### src/sv/i2cmw_pkg.sv
// ----------------------------------------------------------------------------
// i2cmw_pkg
// Types, codes and helpers shared by the I2C master write transmitter.
// ----------------------------------------------------------------------------
package i2cmw_pkg;

  localparam int TIMER_BITS = 16;
  localparam int HP_W       = 16;
  localparam int ADDR_W     = 7;
  localparam int CFG_IDX_W  = 1;
  localparam int CFG_DATA_W = 16;
  localparam int IN_TDATA_W  = 16;
  localparam int OUT_TDATA_W = 8;

  typedef logic [TIMER_BITS-1:0] timer_t;
  typedef logic [HP_W-1:0]       hp_t;
  typedef logic [ADDR_W-1:0]     addr_t;

  localparam logic [32:0] TMAX = (33'd1 << TIMER_BITS) - 33'd1;

  localparam hp_t   HP_RESET   = 16'd30;
  localparam addr_t ADDR_RESET = 7'h68;

  typedef enum logic [CFG_IDX_W-1:0] {
    CFG_HALF_PERIOD = 1'd0,
    CFG_SLAVE_ADDR  = 1'd1
  } cfg_idx_t;

  typedef enum logic [2:0] {
    REQ_TICK  = 3'd0,
    REQ_START = 3'd1,
    REQ_ADDR  = 3'd2,
    REQ_DATA  = 3'd3,
    REQ_STOP  = 3'd4
  } req_t;

  typedef enum logic [2:0] {
    PH_IDLE    = 3'd0,
    PH_START_A = 3'd1,
    PH_START_B = 3'd2,
    PH_BIT_LO  = 3'd3,
    PH_BIT_HI  = 3'd4,
    PH_STOP_A  = 3'd5,
    PH_STOP_B  = 3'd6,
    PH_STOP_C  = 3'd7
  } phase_t;

  // one result beat, scl in bit 0
  typedef struct packed {
    logic nack;
    logic ack_done;
    logic busy;
    logic sda_drive;
    logic sda_out;
    logic scl_out;
  } res_t;

  typedef struct packed {
    logic [2:0] req_type;
    logic [7:0] data_byte;
    logic       sda_in;
  } item_t;

  // segment length in ticks; hold segments are half of a half period, never zero
  function automatic timer_t seg_len(hp_t hp, logic hold);
    logic [32:0] h;
    h = 33'(hp);
    if (h == 33'd0) h = 33'd1;
    if (h > TMAX) h = TMAX;
    if (hold) begin
      h = h >> 1;
      if (h == 33'd0) h = 33'd1;
    end
    return timer_t'(h);
  endfunction

endpackage

### src/sv/i2cmw_core.sv
// ----------------------------------------------------------------------------
// i2cmw_core
// Bus sequencer: advances the line state by one tick per accepted beat and
// forms that tick's result.
// ----------------------------------------------------------------------------
module i2cmw_core (
  input  logic             clk,
  input  logic             rst_n,
  input  logic             step,
  input  i2cmw_pkg::item_t item,
  input  i2cmw_pkg::hp_t   half_period,
  input  i2cmw_pkg::addr_t slave_address,
  output i2cmw_pkg::res_t  res
);

  i2cmw_pkg::phase_t phase_r, phase_nxt;
  logic [3:0]        bit_idx_r, bit_idx_nxt;
  logic [7:0]        shift_r, shift_nxt;
  i2cmw_pkg::timer_t tick_r, tick_nxt;
  logic              scl_r, scl_nxt;
  logic              sda_r, sda_nxt;
  logic              drv_r, drv_nxt;
  logic              nack_r, nack_nxt;

  i2cmw_pkg::timer_t tick_dec;
  logic              seg_end;
  logic [3:0]        bi_inc;
  logic [7:0]        addr_byte;
  logic              done;
  logic              nack_out;

  assign tick_dec  = (tick_r != '0) ? tick_r - 1'b1 : tick_r;
  assign seg_end   = (tick_dec == '0);
  assign bi_inc    = bit_idx_r + 4'd1;
  assign addr_byte = {slave_address, 1'b0};

  // next phase
  always_comb begin
    phase_nxt = phase_r;
    case (phase_r)
      i2cmw_pkg::PH_IDLE: begin
        case (item.req_type)
          i2cmw_pkg::REQ_START: phase_nxt = i2cmw_pkg::PH_START_A;
          i2cmw_pkg::REQ_ADDR,
          i2cmw_pkg::REQ_DATA:  phase_nxt = i2cmw_pkg::PH_BIT_LO;
          i2cmw_pkg::REQ_STOP:  phase_nxt = i2cmw_pkg::PH_STOP_A;
          default:              phase_nxt = phase_r;
        endcase
      end
      i2cmw_pkg::PH_START_A: if (seg_end) phase_nxt = i2cmw_pkg::PH_START_B;
      i2cmw_pkg::PH_BIT_LO:  if (seg_end) phase_nxt = i2cmw_pkg::PH_BIT_HI;
      i2cmw_pkg::PH_BIT_HI: begin
        if (seg_end) begin
          phase_nxt = (bit_idx_r > 4'd7) ? i2cmw_pkg::PH_IDLE : i2cmw_pkg::PH_BIT_LO;
        end
      end
      i2cmw_pkg::PH_STOP_A:  if (seg_end) phase_nxt = i2cmw_pkg::PH_STOP_B;
      i2cmw_pkg::PH_STOP_B:  if (seg_end) phase_nxt = i2cmw_pkg::PH_STOP_C;
      default:               if (seg_end) phase_nxt = i2cmw_pkg::PH_IDLE;
    endcase
  end

  // line levels, counters and result
  always_comb begin
    bit_idx_nxt = bit_idx_r;
    shift_nxt   = shift_r;
    tick_nxt    = tick_r;
    scl_nxt     = scl_r;
    sda_nxt     = sda_r;
    drv_nxt     = drv_r;
    nack_nxt    = nack_r;
    done        = 1'b0;
    nack_out    = 1'b0;
    if (phase_r == i2cmw_pkg::PH_IDLE) begin
      case (item.req_type)
        i2cmw_pkg::REQ_START: begin
          sda_nxt  = 1'b0;
          drv_nxt  = 1'b1;
          tick_nxt = i2cmw_pkg::seg_len(half_period, 1'b0);
        end
        i2cmw_pkg::REQ_ADDR,
        i2cmw_pkg::REQ_DATA: begin
          shift_nxt   = (item.req_type == i2cmw_pkg::REQ_ADDR) ? addr_byte : item.data_byte;
          bit_idx_nxt = 4'd0;
          nack_nxt    = 1'b0;
          scl_nxt     = 1'b0;
          drv_nxt     = 1'b1;
          sda_nxt     = shift_nxt[7];
          tick_nxt    = i2cmw_pkg::seg_len(half_period, 1'b0);
        end
        i2cmw_pkg::REQ_STOP: begin
          scl_nxt  = 1'b0;
          sda_nxt  = 1'b0;
          drv_nxt  = 1'b1;
          tick_nxt = i2cmw_pkg::seg_len(half_period, 1'b0);
        end
        default: ;
      endcase
    end else begin
      // acknowledge clock high: any high sample is a nack
      if (phase_r == i2cmw_pkg::PH_BIT_HI && bit_idx_r == 4'd8)
        nack_nxt = nack_r | item.sda_in;
      tick_nxt = tick_dec;
      if (seg_end) begin
        case (phase_r)
          i2cmw_pkg::PH_START_A: begin
            scl_nxt  = 1'b0;
            tick_nxt = i2cmw_pkg::seg_len(half_period, 1'b1);
          end
          i2cmw_pkg::PH_BIT_LO: begin
            scl_nxt  = 1'b1;
            tick_nxt = i2cmw_pkg::seg_len(half_period, 1'b0);
          end
          i2cmw_pkg::PH_BIT_HI: begin
            scl_nxt = 1'b0;
            if (bit_idx_r < 4'd7) begin
              bit_idx_nxt = bi_inc;
              sda_nxt     = shift_r[3'd7 - bi_inc[2:0]];
              tick_nxt    = i2cmw_pkg::seg_len(half_period, 1'b0);
            end else if (bit_idx_r == 4'd7) begin
              bit_idx_nxt = 4'd8;
              drv_nxt     = 1'b0;
              sda_nxt     = 1'b1;
              tick_nxt    = i2cmw_pkg::seg_len(half_period, 1'b0);
            end else begin
              drv_nxt     = 1'b1;
              done        = 1'b1;
              nack_out    = nack_nxt;
              bit_idx_nxt = 4'd0;
            end
          end
          i2cmw_pkg::PH_STOP_A: begin
            scl_nxt  = 1'b1;
            tick_nxt = i2cmw_pkg::seg_len(half_period, 1'b0);
          end
          i2cmw_pkg::PH_STOP_B: begin
            sda_nxt  = 1'b1;
            tick_nxt = i2cmw_pkg::seg_len(half_period, 1'b1);
          end
          default: ;
        endcase
      end
    end
  end

  assign res.scl_out   = scl_nxt;
  assign res.sda_out   = sda_nxt;
  assign res.sda_drive = drv_nxt;
  assign res.busy      = (phase_nxt != i2cmw_pkg::PH_IDLE);
  assign res.ack_done  = done;
  assign res.nack      = nack_out;

  always_ff @(posedge clk) begin
    if (!rst_n) begin
      phase_r   <= i2cmw_pkg::PH_IDLE;
      bit_idx_r <= '0;
      shift_r   <= '0;
      tick_r    <= '0;
      scl_r     <= 1'b1;
      sda_r     <= 1'b1;
      drv_r     <= 1'b1;
      nack_r    <= 1'b0;
    end else if (step) begin
      phase_r   <= phase_nxt;
      bit_idx_r <= bit_idx_nxt;
      shift_r   <= shift_nxt;
      tick_r    <= tick_nxt;
      scl_r     <= scl_nxt;
      sda_r     <= sda_nxt;
      drv_r     <= drv_nxt;
      nack_r    <= nack_nxt;
    end
  end

endmodule

### src/sv/i2c_master_write_bitbang.sv
// ----------------------------------------------------------------------------
// i2c_master_write_bitbang
// Tick-driven I2C master write transmitter with stream ports.
// ----------------------------------------------------------------------------
// Usage:
//   Each input beat on in_* is one timer tick; while idle it may carry a
//   command (start, address+write, data byte, stop) and always carries the
//   sampled SDA level. Every input beat yields exactly one output beat on
//   out_* with SCL, SDA, SDA drive enable, busy, ack_done and nack.
//   Commands that arrive while busy are dropped.
//   out_tvalid rises in the cycle after an input beat is accepted. Throughput:
//   one beat per cycle while out_tready stays high; the sequencer state and
//   the output register are each updated on every accepted beat.
//   Stall: the output register holds its beat while out_tready is low, and
//   in_tready drops until that beat is taken; in_tready is high whenever the
//   output register is empty or being drained in the same cycle.
//   cfg_*: half_period (index 0) and slave_address (index 1), written while
//   idle; a new value applies from the next bus segment.
//   Reset (rst_n low, synchronous): bus idle with SCL and SDA high, SDA
//   driven, registers back to 30 ticks and address 0x68, output empty.
// ----------------------------------------------------------------------------
module i2c_master_write_bitbang (
  input  logic                                  clk,
  input  logic                                  rst_n,
  input  logic                                  in_tvalid,
  output logic                                  in_tready,
  // [2:0] req_type, [10:3] data_byte, [11] sda_in, [15:12] zero
  input  logic [i2cmw_pkg::IN_TDATA_W-1:0]      in_tdata,
  output logic                                  out_tvalid,
  input  logic                                  out_tready,
  // [0] scl_out, [1] sda_out, [2] sda_drive, [3] busy_res, [4] ack_done,
  // [5] nack, [7:6] zero
  output logic [i2cmw_pkg::OUT_TDATA_W-1:0]     out_tdata,
  input  logic                                  cfg_we,
  input  logic [i2cmw_pkg::CFG_IDX_W-1:0]       cfg_addr,
  input  logic [i2cmw_pkg::CFG_DATA_W-1:0]      cfg_wdata
);

  i2cmw_pkg::hp_t   half_period_r;
  i2cmw_pkg::addr_t slave_addr_r;
  i2cmw_pkg::item_t item;
  i2cmw_pkg::res_t  res;
  i2cmw_pkg::res_t  res_r;
  logic             out_valid_r;
  logic             in_acc;

  assign in_tready = !out_valid_r || out_tready;
  assign in_acc    = in_tvalid && in_tready;

  assign item.req_type  = in_tdata[2:0];
  assign item.data_byte = in_tdata[10:3];
  assign item.sda_in    = in_tdata[11];

  always_ff @(posedge clk) begin
    if (!rst_n) begin
      half_period_r <= i2cmw_pkg::HP_RESET;
      slave_addr_r  <= i2cmw_pkg::ADDR_RESET;
    end else if (cfg_we) begin
      case (cfg_addr)
        i2cmw_pkg::CFG_HALF_PERIOD: half_period_r <= cfg_wdata;
        i2cmw_pkg::CFG_SLAVE_ADDR:  slave_addr_r  <= cfg_wdata[i2cmw_pkg::ADDR_W-1:0];
        default: ;
      endcase
    end
  end

  i2cmw_core u_core (
    .clk           (clk),
    .rst_n         (rst_n),
    .step          (in_acc),
    .item          (item),
    .half_period   (half_period_r),
    .slave_address (slave_addr_r),
    .res           (res)
  );

  always_ff @(posedge clk) begin
    if (!rst_n) begin
      out_valid_r <= 1'b0;
    end else if (in_acc) begin
      out_valid_r <= 1'b1;
    end else if (out_tready) begin
      out_valid_r <= 1'b0;
    end
  end

  always_ff @(posedge clk) begin
    if (in_acc) begin
      res_r <= res;
    end
  end

  assign out_tvalid = out_valid_r;
  assign out_tdata  = {2'b00, res_r};

`ifndef SYNTH
  // ack report ends the byte: bus driven again and idle
  a_ack_idle: assert property (@(posedge clk) disable iff (!rst_n)
    out_valid_r && res_r.ack_done |-> !res_r.busy && res_r.sda_drive)
    else $error("ack_done beat not idle with SDA driven");

  a_nack_with_ack: assert property (@(posedge clk) disable iff (!rst_n)
    out_valid_r && res_r.nack |-> res_r.ack_done)
    else $error("nack reported outside ack_done beat");

  a_release_busy: assert property (@(posedge clk) disable iff (!rst_n)
    out_valid_r && !res_r.sda_drive |-> res_r.busy)
    else $error("SDA released while idle");

  a_reset_empty: assert property (@(posedge clk)
    !rst_n |=> !out_tvalid)
    else $error("output valid right after reset");
`endif

endmodule

### config.mk
export PLATFORM = sky130hd
export DESIGN_NAME = i2c_master_write_bitbang
export DESIGN_NICKNAME = d
export VERILOG_FILES = /design/src/sv/i2cmw_pkg.sv /design/src/sv/i2cmw_core.sv /design/src/sv/i2c_master_write_bitbang.sv
export SDC_FILE = /design/constraint.sdc
export NUM_CORES = 1
export LEC_CHECK = 0
export ABC_AREA = 1
export BUFFER_PORTS_ARGS = -buffer_cell sky130_fd_sc_hd__buf_2
export CAP_MARGIN = 20
export CELL_PAD_IN_SITES_DETAIL_PLACEMENT = 0
export CELL_PAD_IN_SITES_GLOBAL_PLACEMENT = 1
export CORE_ASPECT_RATIO = 0.8
export CORE_MARGIN = 4
export CORE_UTILIZATION = 37
export DETAILED_ROUTE_END_ITERATION = 6
export GPL_TIMING_DRIVEN = 0
export PLACE_DENSITY_LB_ADDON = 0.1
export SLEW_MARGIN = 20
export SYNTH_ARGS = -nofsm -noshare
export SYNTH_HDL_FRONTEND = slang
export SYNTH_SLANG_ARGS = --single-unit
### constraint.sdc
create_clock -name clk -period 2.35 [get_ports clk]
set_input_delay 0.47 -clock clk [delete_from_list [all_inputs] [get_ports clk]]
set_output_delay 0.47 -clock clk [all_outputs]
set_load 0.01 [all_outputs]
Word level (Yosys, flattened, before mapping). Cells that the tools add are included. W data, S select, Z words.

Reduce and logical (&&, ||, !) cells: 28. Add/sub/neg operators: 3. Eq/ne operators: 13. Order comparisons: 12. Muxes and demuxes: 91. Bitwise gates (word level): 4.

Operators by type and width (number): $mux W33 (35); $gt A33 B16 Y1 const B (9); $mux W16 (15); $pmux W16 S5 (1); $logic_not A33 Y1 (2); $pmux W16 S3 (1); $logic_not A16 Y1 (2); $mux W4 (6); $mux W1 (19); $mux W3 (6); $pmux W3 S6 (1); $reduce_bool A16 Y1 (1); $sub A16 B1 Y16 const B (1); $eq A3 B3 Y1 const B (4); $eq A3 B2 Y1 const B (3); $pmux W3 S3 (1); $mux W8 (1); $reduce_and A2 Y1 (4); $reduce_or A2 Y1 (4); $reduce_or A4 Y1 (2); $eq A3 B1 Y1 const B (2); $pmux W1 S2 (3); $reduce_bool A2 Y1 (3); $reduce_or A5 Y1 (1); other kinds (21) (24).

Input bits: 38. Output and inout bits: 10. Register bits after elaboration: 65.

Depth between registers and ports, before layout. Gate-level depths: netlist of run 1.

Depth after elaboration: 15. Depth in mapped cells: 19. Mapped depth without buffers: 19.

Modules after synthesis. Synthesis of run 1 repeated with hierarchy kept, for this count alone.

Cells, all modules: 744. Area, all modules: 4664.5 sq um.

By module, submodules not included: i2cmw_core (times used 1, cells each 601, area an instance 3510.9 sq um, seq. area each 700.7 sq um); i2c_master_write_bitbang (times used 1, cells each 143, area an instance 1153.6 sq um, seq. area each 660.6 sq um).

Worst setup path after synthesis of run 1. OpenSTA, ideal clock, no wires.

Path kind: register to register. Start: register u_core.tick_r[0]. End: register res_r, in the netlist out_tdata[1], data pin. Path buffers: 1. Arrival: 2.022 ns. Library setup time: 0.258 ns. Clock period less this slack: 2.280 ns. Slack: 0.070 ns. Stages on the path, launching flop included: 17. Cell sequence: dfxtp_1 -> inv_1 -> ha_1 -> nand2_2 -> nor2_4 -> nand2_4 -> buf_6 -> nand2_1 -> nand2_1 -> nor2_1 -> nand4_1 -> nor2_2 -> nand2_1 -> nand2_1 -> nand2_1 -> nand2_1 -> nand2_1.

RTL lines: start: declaration (RTL line i2cmw_core.sv:19) `i2cmw_pkg::timer_t tick_r, tick_nxt;`; start signal: assignment (RTL line i2cmw_core.sv:167) `tick_r <= tick_nxt;`; end signal: assignment (RTL line i2c_master_write_bitbang.sv:89) `res_r <= res;`; end: declaration (RTL line i2c_master_write_bitbang.sv:43) `i2cmw_pkg::res_t res_r;`.

==> summary.md, run 1 <==
| Metric | Value |
|---|---|
| Hold/Removal Path Class | `in2reg` |
| Peak VDD IR | `0.346 mV` |
| Max Slew Vio Count | `0` |
| Worst Path Arrival | `2.49 ns` |
| Setup TNS | `-0.206 ns` |
| Number of fillers in the final layout | `around 1200` |
| CP peak stage delay | `0.35 ns` |
| Non-filler cells, final | `about 900` |
| Clk root buf | `clkbuf_16` |
| Layout Nets | `794` |
| Int Pwr | `between 2 and 3 mW` |
| RSZ-0062 raised after global routing | `true` |
| PortBufs | `41` |
| Least-Margin Pin Slew | `0.723 ns` |
| Crit Path Max Fanout | `6` |
| Crit path launch type | `flop` |
| Initial antenna violation count | `0` |
| Final period util | `102%` |
| Sink Count | `65` |
| Comb power frac | `43.6%` |
| Area of the multi-input gates | `2780 sq um` |
| Place WS | `-0.488 ns` |
| Antenna Nets Post-Route | `0` |
| Num rows | `34` |
| Number of global-route vias before repair | `4389` |
| Die H | `104 um` |
| P_sw | `~2.0 mW` |
| Gpl congestion | `about 0.89` |
| Ys async rst share | `0%` |
| Leakage | `2.44 nW` |
| Core Area | `11100 sq um` |
| Worst Path Required | `2.44 ns` |
| Pwr dens | `881 nW/um^2` |
| TritonCTS Buffers | `9` |
| Vias | `slightly below 5000` |
| Predominant post-synthesis flop cell | `dfxtp_1` |
| Clk_lat worst skew | `0.34 ns` |
| I/O pins | `48` |
| Drt initial violations | `~400` |
| Reg power frac | `about 28%` |
| Htree depth | `3` |
| Outcome | `complete, but fails checks` |
| Cell taking the most area after synthesis | `dfxtp_1` |
| Worst setup margin | `-0.0489 ns` |
| Type of the worst setup path | `reg2reg` |
| Slew headroom | `51.8%` |
| Sequential share of the synthesized area | `31.9%` |
| Initial Util | `38.6%` |
| GRT overflow | `0` |
| Area growth syn-to-layout | `27.4%` |
| Design area | `~5400 sq um` |
| Crit-path cells | `inv_4 > ha_4 > nand2_4 > nor2_4 > nand2_4 > buf_8 > nand2_2 > nand2_1 > nor2_2 > nand3_4 > nand3_2 > nand3_1 > nand2_1 > and3_4 > nand2_1` |
| Net Sw Frac | `41.1%` |
| Post-Syn Area per Cell | `roughly 6.3 sq um` |
| Post-DP HPWL | `10700 um` |
| CTS tree | `done` |
| Worst-path clk slew | `0.06 ns` |
| DRC violation count after routing | `0` |
| DR vias/cell | `5.41` |
| Most used cell along the critical path | `nand2_1` |
| Placed Cells incl. Taps | `~870` |
| Hold Buf Count CTS | `0` |
| Critical Path End Type | `flop` |
| Max-cap violations | `0` |
| Failing checks | `negative setup slack` |
| YS warnings | `0` |
| Routed wire length | `between 10000 and 15000 um` |
| First-pass GRT wire length | `22900 um` |
| Placed inst area | `about 4700 sq um` |
| Slowest CP cell | `dfxtp_4` |
| Post-synth EDFFs | `6` |
| Largest net degree at the start of global routing | `16` |
| Minimum clock period | `roughly 2.4 ns` |
| Skew final | `around 0.012 ns` |
| Final hold vios | `0` |
| Pre-antenna DRT Iters | `6` |
| Sequential cell area | `1370 sq um` |
| Die extent in x | `128 um` |
| Post-synth design cell area | `between 4000 and 5000 sq um` |
| CTS max path bufs | `2` |
| Die ar. | `13300 sq um` |
| Highest Clock Rate | `0.417 GHz` |
| Clock power share | `28.8%` |
| Final number of setup-violating endpoints | `6` |
| Netlist cell types | `45` |
| Aggregate global-route resource usage | `21.4%` |
| Antenna Cells | `0` |
| Largest cells by area after synthesis | `dfxtp_1 28%, nand2_1 14%, nor2_1 7.9%, a21oi_1 6.9%, inv_1 5.7%` |
| Layout cells sized above 1 | `21.2%` |
| Wirelength per Cell | `16.0 um` |
| Gate Count Post-Synth | `a little under 700` |
| Synthesis-stage register bit count | `65` |
| Area share of the largest cell type after synthesis | `roughly 28%` |
synth_stat cells, types with 7 or more instances:
| cell type | number |
|---|---|
| o22ai_1 | 22 |
| nor2_1 | 90 |
| a21oi_1 | 59 |
| o211ai_1 | 10 |
| nand3_1 | 48 |
| o31ai_1 | 10 |
| dfxtp_1 | 59 |
| clkbuf_1 | 18 |
| o21ai_0 | 48 |
| a31oi_1 | 7 |
| inv_1 | 65 |
| nand2_1 | 164 |
| nor2_2 | 7 |
| nand4_1 | 11 |
layout by cell type, fill, tap and decap left out, types with 6 or more instances in the layout:
cell,count
a21oi_1,58
a31oi_1,7
buf_2,43
buf_4,17
clkbuf_1,13
clkbuf_16,9
dfxtp_1,53
edfxtp_1,6
inv_1,62
nand2_1,147
nand2_2,11
nand2_4,9
nand3_1,44
nand3b_1,6
nand4_1,11
nor2_1,77
nor2_2,14
nor2_4,7
o211ai_1,10
o21ai_0,44
o22ai_1,22
o31ai_1,10
power groups by stage:
stage | clock, mW | combinational (mW) | sequential, mW
2_1_floorplan | 0 | 1.17 | 1.31
3_3_place_gp | 0 | 1.55 | 1.33
3_5_place_dp | 0 | 1.57 | 1.33
4_1_cts | 1.40 | 1.86 | 1.32
5_1_grt | 1.45 | 2.27 | 1.34
6_report | 1.38 | 2.09 | 1.32
cells by family (layout without fill, tap and decap cells):
kind of cell    Yosys count  after routing  share of synthesized area [%]
compound gates          170            170                           22.8
other cells               1              2                         0.0879
flops                    65             65                           31.9
buf+inv                  97            172                           9.24
fa+ha+maj                 3              3                          0.880
simple gates            343            344                           34.6
xor+xnor                  2              2                          0.411
layer usage:
metal  vias up  track usage (%)  share of wire (%)  wire length (um)
met1      2235             33.3                 51              7310
met5         -                0                  0                 0
met3        12             4.77                7.2              1030
met2       180             30.0                 41              5950
li1       2452                -                  -                 -
met4         0             4.24               0.80               116
metrics by stage:
| stage | power, mW | hold WS [ns] | utilization (%) |
|---|---|---|---|
| 6_report | 4.79 | 0.355 | 49.1 |
| 2_1_floorplan | 2.47 | 0.434 | - |
| 3_3_place_gp | 2.89 | 0.454 | 42.1 |
| 5_1_grt | 5.06 | 0.358 | 49.1 |
| 4_1_cts | 4.58 | 0.346 | 47.4 |
| 3_5_place_dp | 2.90 | 0.461 | 42.1 |
path summary, 6_finish.rpt:
| kind | cells after the start | end | slack, ns | start |
|---|---|---|---|---|
| setup reg to reg | 15 | out_tdata[3] | -0.05 | u_core.tick_r[0] |
| setup / recovery | 15 | out_tdata[3] | -0.05 | u_core.tick_r[0] |
| hold / removal | 3 | slave_addr_r[3] | 0.36 | cfg_wdata[3] |
| hold reg to reg | 2 | u_core.shift_r[0] | 0.47 | u_core.shift_r[0] |
timing repair:
action	CTS	global route
pin swaps	18	21
gates resized for setup	45	55
buffers inserted	13	4
setup endpoints to repair	32	32
gates cloned	2	0
hold endpoints to repair	0	0
sequential cells by signal, summed over array words and instances (netlist names):
name and cells:
u_core.sda_r 1, u_core.bit_idx_r 4, u_core.drv_r 1, half_period_r 16, u_core.tick_r 16, out_tdata 6
u_core.nack_r 1, u_core.shift_r 8, u_core.scl_r 1, slave_addr_r 7, out_tvalid 1, u_core.phase_r 3
area by class of cell:
type	instances	share of cell area, %
Clock buffer	10	4.40
Clock inverter	6	1.22
Buffer	28	2.86
Sequential cell	65	25.2
Timing Repair Buffer	59	6.84
Multi-Input combinational cell	521	51.2
Inverter	69	4.93
Tap cell	144	3.32
critical path: cells and delay by family (launching register included):
family	cells	cell delay [ns]
buffers and inverters	2	0.24
adder cells (fa/ha/maj)	1	0.17
AND/OR/NAND/NOR	12	1.37
flip-flops	1	0.35
No activity file was read; power rests on OpenSTA's default activity.
==> run 2: changes to the inputs <==
Clock period 2.35 ns to 2.05 ns, I/O delays scaled along.
==> run 2 against run 1 <==
  * The flow still finishes with violations (negative setup slack)
  * Count of clock-buffer cells in the layout is the same
  * Critical path depth shrank 2
  * Non-clock buffer count grew 19
  * Largest cell class unchanged
  * Fmax shrank 1.4%
  * Sequential power grew 15%
  * Cell count grew 2.1%
  * Total power grew 25%
  * First-iteration DRC count grew 4.5%
  * Flip-flop and latch count is the same
  * Highest routed layer unchanged
  * Clock power grew 20%
  * Design area grew 5.8%
  * Via count grew 2.6%
==> summary.md, run 2 (same netlist as run 1, synthesis figures left out) <==
| Metric | Value |
|---|---|
| Wirelength per Cell | `16.3 um` |
| First-pass GRT wire length | `22900 um` |
| Minimum clock period | `2.43 ns` |
| Layout cells sized above 1 | `26.0%` |
| Total power | `6.00 mW` |
| Antenna Cells | `0` |
| Largest net degree at the start of global routing | `16` |
| Leakage | `2.58 nW` |
| Post-DP HPWL | `10500 um` |
| Vias | `5006` |
| Hold path depth | `3` |
| Max-cap violations | `0` |
| Skew final | `0.00922 ns` |
| Failing checks | `negative setup slack` |
| Crit path launch type | `flop` |
| Worst setup margin | `-0.382 ns` |
| Peak VDD IR | `around 0.52 mV` |
| Slew headroom | `47.4%` |
| Crit path from | `u_core.tick_r[4]` |
| Aggregate global-route resource usage | `21.3%` |
| TritonCTS Buffers | `9` |
| Biggest registers after layout | `half_period_r x16, u_core.tick_r x16, u_core.shift_r x8` |
| Gpl congestion | `0.899` |
| Commonest non-fill, non-tap cell in the layout | `nand2_1` |
| Worst R2R Start | `u_core.tick_r[4]` |
| Setup TNS | `-9.30 ns` |
| PortBufs | `41` |
| Area growth syn-to-layout | `34.8%` |
| Outcome | `complete, but fails checks` |
| Pre-antenna DRT Iters | `6` |
| Worst Min Path Start | `cfg_wdata[3]` |
| Routed wire length | `15000 um` |
| I/O pins | `48` |
| Clk root buf | `clkbuf_16` |
| Die ar. | `roughly 13000 sq um` |
| Crit Path Max Fanout | `6` |
| Final hold vios | `0` |
| Sink Count | `65` |
| Hold/Removal Path Class | `in2reg` |
| Initial Util | `38.6%` |
| DR vias/cell | `5.44` |
| Die H | `104 um` |
| Layout Nets | `813` |
| Worst-path clk slew | `0.06 ns` |
| Internal reg-to-reg setup slack | `-0.38 ns` |
| Initial antenna violation count | `0` |
| Highest Clock Rate | `0.411 GHz` |
| CTS tree | `done` |
| Reg2reg end | `out_tdata[3]` |
| Worst Path Required | `approximately 2.2 ns` |
| Commonest cells after routing, fill and taps aside | `138 x nand2_1, 74 x nor2_1, 63 x inv_1, 55 x a21oi_1, 50 x dfxtp_1` |
| Worst r2r path cells | `13` |
| DRC violation count after routing | `0` |
| Least-Margin Pin Slew | `0.789 ns` |
| CTS max path bufs | `2` |
| Sequential cell area | `1380 sq um` |
| Max Slew Vio Count | `0` |
| Min-Delay Endpoint | `slave_addr_r[3]` |
| Number of global-route vias before repair | `4355` |
| GRT overflow | `0` |
| Pwr dens | `roughly 1000 nW/um^2` |
| Die extent in x | `128 um` |
| Htree depth | `3` |
| Critical Path End Type | `flop` |
| Final number of setup-violating endpoints | `32` |
| Worst Path Arrival | `2.53 ns` |
| Core Area | `roughly 11000 sq um` |
| Clk_lat worst skew | `0.34 ns` |
| Hold Buf Count CTS | `0` |
| Number of fillers in the final layout | `1171` |
| Antenna Nets Post-Route | `0` |
| Area of the multi-input gates | `2890 sq um` |
| RSZ-0062 raised after global routing | `true` |
| Final period util | `119%` |
| Drt initial violations | `417` |
| Num rows | `34` |
| Place WS | `-0.487 ns` |
| Type of the worst setup path | `reg2reg` |
run 2: cell count changes in the layout (fill, tap and decap cells not counted), sizes merged:
cell / previous run / this run
buf: 67 / 84
bufbuf: 0 / 1
clkbuf: 30 / 31
clkinv: 7 / 5
inv: 67 / 69
run 2: routing by layer:
layer	global-route usage, %	wire (um)	up-vias	part of all wire [%]
li1	-	-	2477	-
met1	33.1	7360	2329	49
met2	30.0	6400	175	43
met3	4.26	1060	25	7.1
met4	4.47	221	0	1.5
met5	0	0	-	0
run 2: worst max-delay path by stage:
stage / endpoint / slack [ns] / cells past startpoint
detailed placement: u_core.tick_r[5] / -0.49 / 10
global placement: u_core.tick_r[3] / -0.50 / 10
floorplan: out_tdata[1] / -0.002 / 16
global route: u_core.tick_r[7] / -0.50 / 17
finish: out_tdata[3] / -0.38 / 13
CTS: out_tdata[1] / -0.24 / 17
run 2: repair_timing:
action                                  CTS  global route
endpoints found under the setup margin   36            40
cloned                                    2             1
resized for setup                        64            51
pin swaps                                22            17
buffers inserted                         21            14
run 2: through the flow:
stage	area, sq um	util (%)	hold slack, ns	cells
3_5_place_dp	4710	42.6	0.460	867
2_1_floorplan	4330	-	0.434	682
3_3_place_gp	4710	42.6	0.456	867
6_report	5750	52.0	0.289	921
5_1_grt	5750	52.0	0.290	921
4_1_cts	5450	49.3	0.283	906
run 2: area by class of cell:
| cell class | instances | share of cell area, % |
|---|---|---|
| timing repair buffer | 78 | 9.47 |
| sequential | 65 | 24.0 |
| tap | 144 | 3.14 |
| buffer | 28 | 2.85 |
| clock buffer | 10 | 4.35 |
| clock inverter | 6 | 1.22 |
| inverter | 69 | 4.70 |
| multi-input combinational | 521 | 50.3 |
run 2: worst max-delay path, cell delays in order, from the launching register on:
cell       delay (ns)
dfxtp_1          0.37
nor2_2           0.19
nand2_2          0.11
nor2_4           0.19
nand2_4          0.10
bufbuf_16        0.29
nand2_8          0.10
nand2_4          0.07
nor2_4           0.12
nand3_4          0.15
nand3_1          0.11
nand4_1          0.16
nor2_1           0.14
nand2_1          0.07
run 2: where the power goes:
part	switching [mW]	internal (mW)
Combinational	1.73	1.11
Clock	0.625	1.03
Sequential	0.116	1.40
Total	2.47	3.54
